==> config.mk <==
export PLATFORM = sky130hd
export DESIGN_NAME = tab_expand_compress
export DESIGN_NICKNAME = d
export VERILOG_FILES = /design/src/rtl/core/tec_pkg.sv /design/src/rtl/core/tec_datapath.sv /design/src/rtl/core/tec_controller.sv /design/src/rtl/core/tab_expand_compress.sv
export SDC_FILE = /design/constraint.sdc
export NUM_CORES = 1
export LEC_CHECK = 0
export BUFFER_PORTS_ARGS = -buffer_cell sky130_fd_sc_hd__buf_2
export CAP_MARGIN = 10
export CORE_MARGIN = 2
export CORE_UTILIZATION = 25
export DETAILED_ROUTE_END_ITERATION = 10
export HOLD_SLACK_MARGIN = 0.12
export PLACE_DENSITY = 0.43
export SLEW_MARGIN = 10
export SYNTH_ARGS = -nofsm -noshare
export SYNTH_HDL_FRONTEND = slang
export SYNTH_SLANG_ARGS = --single-unit
==> constraint.sdc <==
create_clock -name clk -period 5.8 [get_ports clk]
set_input_delay 0.29 -clock clk [delete_from_list [all_inputs] [get_ports clk]]
set_output_delay 0.29 -clock clk [all_outputs]
set_load 0.03 [all_outputs]
==> src/rtl/core/tec_pkg.sv <==
// Shared types and constants for the tab expand/compress block.
// Used by every module under rtl/core; depends on nothing.
package tec_pkg;

  localparam int TAB_WIDTH_DEF = 8;

  localparam logic [7:0] CH_TAB   = 8'h09;
  localparam logic [7:0] CH_NL    = 8'h0A;
  localparam logic [7:0] CH_SPACE = 8'h20;

  typedef struct packed {
    logic [7:0] char_in;
    logic       end_of_input;
  } in_item_t;

  typedef struct packed {
    logic [7:0] char_out;
    logic       last_of_run;
  } out_item_t;

  typedef struct packed {
    logic load;
    logic step;
  } ctrl_cmd_t;

  typedef struct packed {
    logic slot_free;
    logic item_done;
  } ctrl_sts_t;

endpackage

==> src/rtl/core/tec_datapath.sv <==
// Datapath: mode register, column and held-space counters, request latch
// and output register. Depends on tec_pkg; driven by tec_controller.
module tec_datapath #(
  parameter int TAB_WIDTH = tec_pkg::TAB_WIDTH_DEF
) (
  input  logic                 clk,
  input  logic                 rst,
  input  logic                 cfg_we,
  input  logic                 cfg_mode,
  input  tec_pkg::in_item_t    in_data,
  input  tec_pkg::ctrl_cmd_t   cmd,
  output tec_pkg::ctrl_sts_t   sts,
  output logic                 out_valid,
  input  logic                 out_ready,
  output tec_pkg::out_item_t   out_data
);

  localparam int CW = $clog2(TAB_WIDTH);

  logic              mode;
  tec_pkg::in_item_t item;
  logic [CW-1:0]     col;
  logic [CW-1:0]     col_next;
  logic [CW-1:0]     held;
  logic [CW-1:0]     held_next;
  logic [CW-1:0]     col_inc;
  logic [CW:0]       run_sum;
  logic              emit;
  logic [7:0]        emit_ch;
  logic              emit_last;
  logic              done;

  assign col_inc = (col == CW'(TAB_WIDTH - 1)) ? '0 : col + CW'(1);
  assign run_sum = {1'b0, col} + {1'b0, held} + (CW+1)'(1);

  always_comb begin
    col_next  = col;
    held_next = held;
    emit      = 1'b0;
    emit_ch   = tec_pkg::CH_SPACE;
    emit_last = 1'b0;
    done      = 1'b0;
    if (item.end_of_input) begin
      if (held != '0) begin
        emit      = 1'b1;
        held_next = held - CW'(1);
        col_next  = col_inc;
        if (held == CW'(1)) begin
          emit_last = 1'b1;
          done      = 1'b1;
          col_next  = '0;
        end
      end else begin
        done     = 1'b1;
        col_next = '0;
      end
    end else if (mode && item.char_in == tec_pkg::CH_SPACE) begin
      done = 1'b1;
      if (run_sum >= (CW+1)'(TAB_WIDTH)) begin
        emit      = 1'b1;
        emit_ch   = tec_pkg::CH_TAB;
        emit_last = 1'b1;
        held_next = '0;
        col_next  = '0;
      end else begin
        held_next = held + CW'(1);
      end
    end else if (held != '0) begin
      emit      = 1'b1;
      held_next = held - CW'(1);
      col_next  = col_inc;
    end else if (!mode && item.char_in == tec_pkg::CH_TAB) begin
      emit      = 1'b1;
      col_next  = col_inc;
      emit_last = (col == CW'(TAB_WIDTH - 1));
      done      = emit_last;
    end else begin
      emit      = 1'b1;
      emit_ch   = item.char_in;
      emit_last = 1'b1;
      done      = 1'b1;
      if (item.char_in == tec_pkg::CH_NL || item.char_in == tec_pkg::CH_TAB) begin
        col_next = '0;
      end else begin
        col_next = col_inc;
      end
    end
  end

  assign sts.slot_free = !out_valid || out_ready;
  assign sts.item_done = done;

  always_ff @(posedge clk) begin
    if (rst) begin
      mode      <= 1'b0;
      col       <= '0;
      held      <= '0;
      out_valid <= 1'b0;
    end else begin
      if (cfg_we) begin
        mode <= cfg_mode;
      end
      if (cmd.step) begin
        col  <= col_next;
        held <= held_next;
      end
      if (cmd.step && emit) begin
        out_valid <= 1'b1;
      end else if (out_ready) begin
        out_valid <= 1'b0;
      end
    end
  end

  always_ff @(posedge clk) begin
    if (cmd.load) begin
      item <= in_data;
    end
    if (cmd.step && emit) begin
      out_data.char_out    <= emit_ch;
      out_data.last_of_run <= emit_last;
    end
  end

endmodule

==> src/rtl/core/tec_controller.sv <==
// Controller: takes one request at a time and steps the datapath until the
// request's results are sent. Depends on tec_pkg.
module tec_controller (
  input  logic               clk,
  input  logic               rst,
  input  logic               in_valid,
  output logic               in_ready,
  output tec_pkg::ctrl_cmd_t cmd,
  input  tec_pkg::ctrl_sts_t sts
);

  typedef enum logic [1:0] {
    S_IDLE = 2'b01,
    S_WORK = 2'b10
  } state_t;

  state_t state;
  state_t state_next;

  assign in_ready = (state == S_IDLE);
  assign cmd.load = in_ready && in_valid;
  assign cmd.step = (state == S_WORK) && sts.slot_free;

  always_comb begin
    state_next = state;
    unique case (state)
      S_IDLE: begin
        if (in_valid) begin
          state_next = S_WORK;
        end
      end
      S_WORK: begin
        if (cmd.step && sts.item_done) begin
          state_next = S_IDLE;
        end
      end
      default: state_next = S_IDLE;
    endcase
  end

  always_ff @(posedge clk) begin
    if (rst) begin
      state <= S_IDLE;
    end else begin
      state <= state_next;
    end
  end

endmodule

==> src/rtl/core/tab_expand_compress.sv <==
// Top level of the tab expand/compress block.
// Depends on tec_pkg, tec_controller and tec_datapath.
//
// One byte request at a time is taken, then one result is produced per cycle
// that the output register is free. A tab expanded at column c gives
// TAB_WIDTH - c spaces, and any held spaces are sent ahead of a byte; a
// request may also give no result. The output register frees the input
// side as soon as the last result is loaded, so a new request may be taken
// while that result waits.
// The mode register is written through cfg and is always ready; write it
// only while no request is in flight.
module tab_expand_compress #(
  parameter int TAB_WIDTH = tec_pkg::TAB_WIDTH_DEF
) (
  input  logic               clk,
  input  logic               rst,
  input  logic               cfg_valid,
  output logic               cfg_ready,
  input  logic               cfg_data,
  input  logic               in_valid,
  output logic               in_ready,
  input  tec_pkg::in_item_t  in_data,
  output logic               out_valid,
  input  logic               out_ready,
  output tec_pkg::out_item_t out_data
);

  tec_pkg::ctrl_cmd_t cmd;
  tec_pkg::ctrl_sts_t sts;

  assign cfg_ready = 1'b1;

  tec_controller u_ctrl (
    .clk      (clk),
    .rst      (rst),
    .in_valid (in_valid),
    .in_ready (in_ready),
    .cmd      (cmd),
    .sts      (sts)
  );

  tec_datapath #(
    .TAB_WIDTH (TAB_WIDTH)
  ) u_dp (
    .clk       (clk),
    .rst       (rst),
    .cfg_we    (cfg_valid && cfg_ready),
    .cfg_mode  (cfg_data),
    .in_data   (in_data),
    .cmd       (cmd),
    .sts       (sts),
    .out_valid (out_valid),
    .out_ready (out_ready),
    .out_data  (out_data)
  );

endmodule

==> results.yml, run 1 <==
run_status:
  status: "completed"
clock_tree:
  post_cts_buffers: 0
  htree_levels: 1
  clock_latency_ps: 270
  cts_tree: "built"
  root_buffer: "clkbuf_8"
  numCtsBuffers: 3
  clk_pin_slew_worst_paths_ps: 90
  clock-sinks: 28
  hold_buffers: 0
  cts_buffer_depth: 2
  post_cts_resized: 0
timing:
  tns_ps: 0
  whs_ps: 187
  rsz0062_at_grt: "no"
  hold_violations: 0
  max_slew_margin: 0.602
  finalCriticalPeriod_ps: 2250
  slew_violations: 0
  fmaxAchievable_mhz: 445
  period_share: 0.388
  skew_ps: 4.43
  setup-violations-final: 0
  worst_pin_slew_ps: 593
yosys:
  synth_ff_type: "edfxtp_1"
  postSynthNetCount: 150
  synth_edf_count: 18
  synth_area_leaders: "edfxtp_1 38%, dfxtp_1 14%, ha_1 7.8%"
  synth_top_area_frac: 0.375
  ys_ff_latch: 28
  synthCells: 126
  synth_area_um2: 1440
  yosysSeqAreaShare: 0.514
  ys.warnings.count: 0
  synth.avg_cell_area_um2: 11.4
  async_flop_share: 0
  yosysMostFrequentCell: "edfxtp_1"
  synth_cell_type_count: 40
  synth.largest_area_cell: "edfxtp_1"
  netlist_top_cells_count: "18 x edfxtp_1, 12 x nor2_1, 10 x dfxtp_1"
finish:
  fin_area_um2: 1710
  final_layout_size_suffix_gt1_frac: 0.276
  n_antenna_cell: 0
  utilization: 0.308
  fin_nets: 177
  synthToLayoutAreaGrowth_pct: 18.5
  finalNonFillerCells: 224
setup_path:
  critPathKind: "reg2reg"
  cp-end-kind: "flip-flop"
  cp_max_fo: 7
  crit_path_start_kind: "flip-flop"
  crit_required_ps: 5820
  critical_path_arrival_ps: 2270
placed_design:
  placed_cell_area_um2: 1640
  dp.cells: 220
  hpwl_um: 2160
  gp_congestion: 0.764
  io_buffer_count: 25
floorplanning:
  core_um2: 5540
  dieArea_um2: 6380
  fp.dieH_um: 79.9
  die_x_um: 79.9
  initial_core_util: 0.260
  rows: 27
  io_pins: 27
grt:
  grt_max_degree: 17
  grt_usage: 0.0946
  grt_antenna_before_repair: 0
  grt_pass1_vias: 1038
  grt_overflow_total: 0
  grt_pass1_wl_um: 4860
power_and_ir_drop:
  leakagePower_nw: 0.700
  cellPowerDensity_nw_per_um2: 240
  ir_worst_vdd_mv: 0.0846
drt:
  drc: 0
  wl_per_cell_um: 12.6
  wl_um: 2820
  vias_per_cell: 4.53
  drt_first_pass_iters: 4
  drt_iter0_markers: 37
  num_vias: 1015
  ant_nets: 0
run:
  cap_violations: 0
worst_hold_path:
  hp-class: "in2reg"
-- report_power, final --
part / leakage [nW] / switching [W] / internal, W
Sequential: 0.249 / 0.00000623 / 0.000220
Clock: 0.0357 / 0.0000607 / 0.0000924
Combinational: 0.415 / 0.0000169 / 0.0000126
Total: 0.700 / 0.0000838 / 0.000325
-- worst paths after layout --
kind,from,end,slack (ps),cells past startpoint
worst max-delay path,u_dp.item[3],u_dp.out_data[1],3550,5
worst min-delay path,in_data[0],u_dp.item[0],190,1
worst max register to register,u_dp.item[3],u_dp.out_data[1],3550,5
worst min register to register,u_dp.held[1],u_dp.held[1],520,2
-- worst max-delay path: stages, from the launching register on --
cell and delay (ps):
edfxtp_1 400, or4_4 570, or3b_4 420, o31a_1 370, a21oi_1 180, nor2_1 60
-- through the flow --
step / setup slack, ps / power, W
6_report: 3550 / 0.000409
5_1_grt: 3420 / 0.000427
4_1_cts: 3560 / 0.000413
3_5_place_dp: 3570 / 0.000260
3_3_place_gp: 3580 / 0.000260
2_1_floorplan: 3670 / 0.000250
-- sequential cells by signal, summed over array words and instances (netlist names) --
name / cells
u_dp.held: 3
u_dp.out_valid: 1
u_dp.col: 3
u_dp.item: 9
u_ctrl.state: 2
u_dp.out_data: 9
u_dp.mode: 1
-- cell families (layout without fill, tap and decap cells) --
group / after synthesis / in the layout / share of synthesized area
AOI/OAI and AO/OA: 29 / 29 / 0.153
adders and majority gates: 9 / 9 / 0.0782
buffers and inverters: 12 / 38 / 0.0374
DFF: 28 / 28 / 0.514
muxes: 2 / 2 / 0.0139
other: 1 / 1 / 0.00260
and+or+nand+nor: 45 / 45 / 0.201
-- cell usage in the layout (no fill, tap or decap), types with 2 or more instances in the layout --
master / synthesis / routed
buf_2: 0 / 25
edfxtp_1: 18 / 18
nor2_1: 12 / 12
dfxtp_1: 10 / 10
inv_1: 9 / 9
ha_1: 9 / 9
a21oi_1: 8 / 8
and3_1: 6 / 6
o21ai_0: 5 / 5
nor2b_1: 4 / 4
nand2_1: 4 / 4
nand2b_1: 3 / 3
nor3_1: 3 / 3
a22o_1: 3 / 3
clkbuf_8: 0 / 3
or2b_2: 2 / 2
a22oi_1: 2 / 2
o21ai_1: 2 / 2
mux2i_1: 2 / 2
-- layout make-up --
class                   instances  area (um2)
clock inverters                 1        30.0
well taps                      72        90.1
inverters                       9        33.8
repair buffers                 25         125
fillers                       591        3830
flip-flops and latches         28         741
multi-input cells              86         646
clock buffers                   3        41.3
-- metal layers --
| layer | track usage | vias up | wire [um] |
|---|---|---|---|
| met5 | 0 | - | 0 |
| met4 | 0.0305 | 0 | 29 |
| met1 | 0.133 | 472 | 1400 |
| met2 | 0.149 | 26 | 1260 |
| li1 | - | 513 | - |
| met3 | 0.0136 | 4 | 125 |
Power figures use the tool's default switching activity.
==> inputs of run 2 (changes only) <==
PLACE_DENSITY = 0.45   (was 0.43)
clock period = 1.9 ns   (was 5.8 ns; I/O delays follow)
==> results.yml, run 2 (synthesis results as in run 1) <==
worst_hold_path:
  worstHoldStart: "in_valid"
  hp-class: "in2reg"
power_and_ir_drop:
  ir_worst_vdd_mv: 0.500
  leakagePower_nw: 0.891
  cellPowerDensity_nw_per_um2: 619
clock_tree:
  htree_levels: 1
  numCtsBuffers: 3
  cts_buffer_depth: 2
  clock_latency_ps: 280
  clock-sinks: 28
  cts_tree: "built"
  root_buffer: "clkbuf_8"
  clk_pin_slew_worst_paths_ps: 100
grt:
  grt_overflow_total: 0
  grt_pass1_wl_um: 5460
  grt_max_degree: 17
  grt_usage: 0.112
  grt_antenna_before_repair: 0
  grt_pass1_vias: 1238
setup_path:
  critPathKind: "reg2reg"
  crit_required_ps: 1940
  crit_path_start_kind: "flip-flop"
  r2r_start: "u_dp.item[7]"
  cp-end-kind: "flip-flop"
  cp_max_fo: 7
  critical_path_arrival_ps: 2260
  startpoint: "u_dp.item[7]"
finish:
  layout_commonest_cell: "buf_2"
  n_antenna_cell: 0
  finalNonFillerCells: 262
  top_regs: "u_dp.item: 9 flops, u_dp.out_data: 9 flops"
  fin_nets: 215
  synthToLayoutAreaGrowth_pct: 46.5
  layout_common_cells: "25 x buf_2, 21 x buf_4, 18 x edfxtp_1"
  final_layout_size_suffix_gt1_frac: 0.411
drt:
  drt_first_pass_iters: 4
  wl_met2_um: 1660
  drc: 0
  wl_met3_um: 135
  num_vias: 1164
  wl_per_cell_um: 12.6
  top_layer: "met4"
  wl_met1_um: 1450
  vias_per_cell: 4.44
  wl_um: 3300
  drt_iter0_markers: 31
  ant_nets: 0
floorplanning:
  rows: 27
  die_x_um: 79.9
  fp.dieH_um: 79.9
  io_pins: 27
  core_um2: 5540
  dieArea_um2: 6380
  initial_core_util: 0.260
timing:
  hold_violations: 0
  setup_ws_ps: -320
  fmaxAchievable_mhz: 450
  setup-violations-final: 26
  finalCriticalPeriod_ps: 2220
  tns_ps: -5720
  rsz0062_at_grt: "yes"
  skew_ps: 8.23
  whs_ps: 172
  slew_violations: 0
  period_share: 1.17
placed_design:
  gp_congestion: 0.759
  io_buffer_count: 25
  dp.cells: 239
  hpwl_um: 2440
run_status:
  violations: "setup timing"
  status: "finished, violations left"
run:
  cap_violations: 0
==> run 2: cell types whose count changed in the layout (fill, tap and decap cells not counted), sizes merged <==
cell,previous run,this run
dlygate4sd3,0,13
clkinvlp,0,1
buf,25,49
==> run 2: layout make-up <==
cell class                 instances  area [um2]
sequential                        28         741
clock buffer                       3        41.3
multi-input combinational         86         717
timing repair buffer              62         447
fill                             558        3430
inverter                           9        36.3
clock inverter                     1        30.0
tap                               72        90.1
timing repair inverter             1        7.51
==> run 2: what timing repair did <==
item	CTS	global route
endpoints found under the hold margin	13	0
pin swaps	7	8
setup endpoints to repair	26	27
hold buffers	14	0
resized for setup	5	14
buffers inserted	2	5
cloned	0	1
==> run 2: final timing paths <==
kind,to,slack (ps),cells after the start
max,u_dp.out_data[1],-320,5
min,u_ctrl.state[0],170,4
max reg2reg,u_dp.out_data[1],-320,5
min reg2reg,u_dp.held[1],520,2
==> run 2: power breakdown <==
group	total, W	switching, W	leakage, nW	internal [W]
combinational	0.000141	0.0000680	0.606	0.0000728
sequential	0.000687	0.0000148	0.249	0.000672
clock	0.000477	0.000195	0.0357	0.000282
total	0.00130	0.000278	0.891	0.00103
==> run 2: critical path, stage by stage, from the launching register on <==
cell,delay [ps]
edfxtp_1,410
or4_4,550
or3b_4,420
o31a_1,410
a21oi_2,150
nor2_1,50
==> run 2: stage by stage <==
| step | utilization | power [W] | cell area (um2) | worst slack (ps) |
|---|---|---|---|---|
| detailed placement | 0.324 | 0.000811 | 1790 | -257 |
| global placement | 0.324 | 0.000808 | 1790 | -216 |
| floorplan | - | 0.000767 | 1460 | -183 |
| finish | 0.381 | 0.00130 | 2110 | -320 |
| global route | 0.381 | 0.00136 | 2110 | -369 |
| CTS | 0.365 | 0.00131 | 2020 | -291 |
==> run 2: per-layer routing <==
layer	track usage	up-vias
li1	-	586
met1	0.131	553
met2	0.195	21
met3	0.0226	4
met4	0.0508	0
met5	0	-
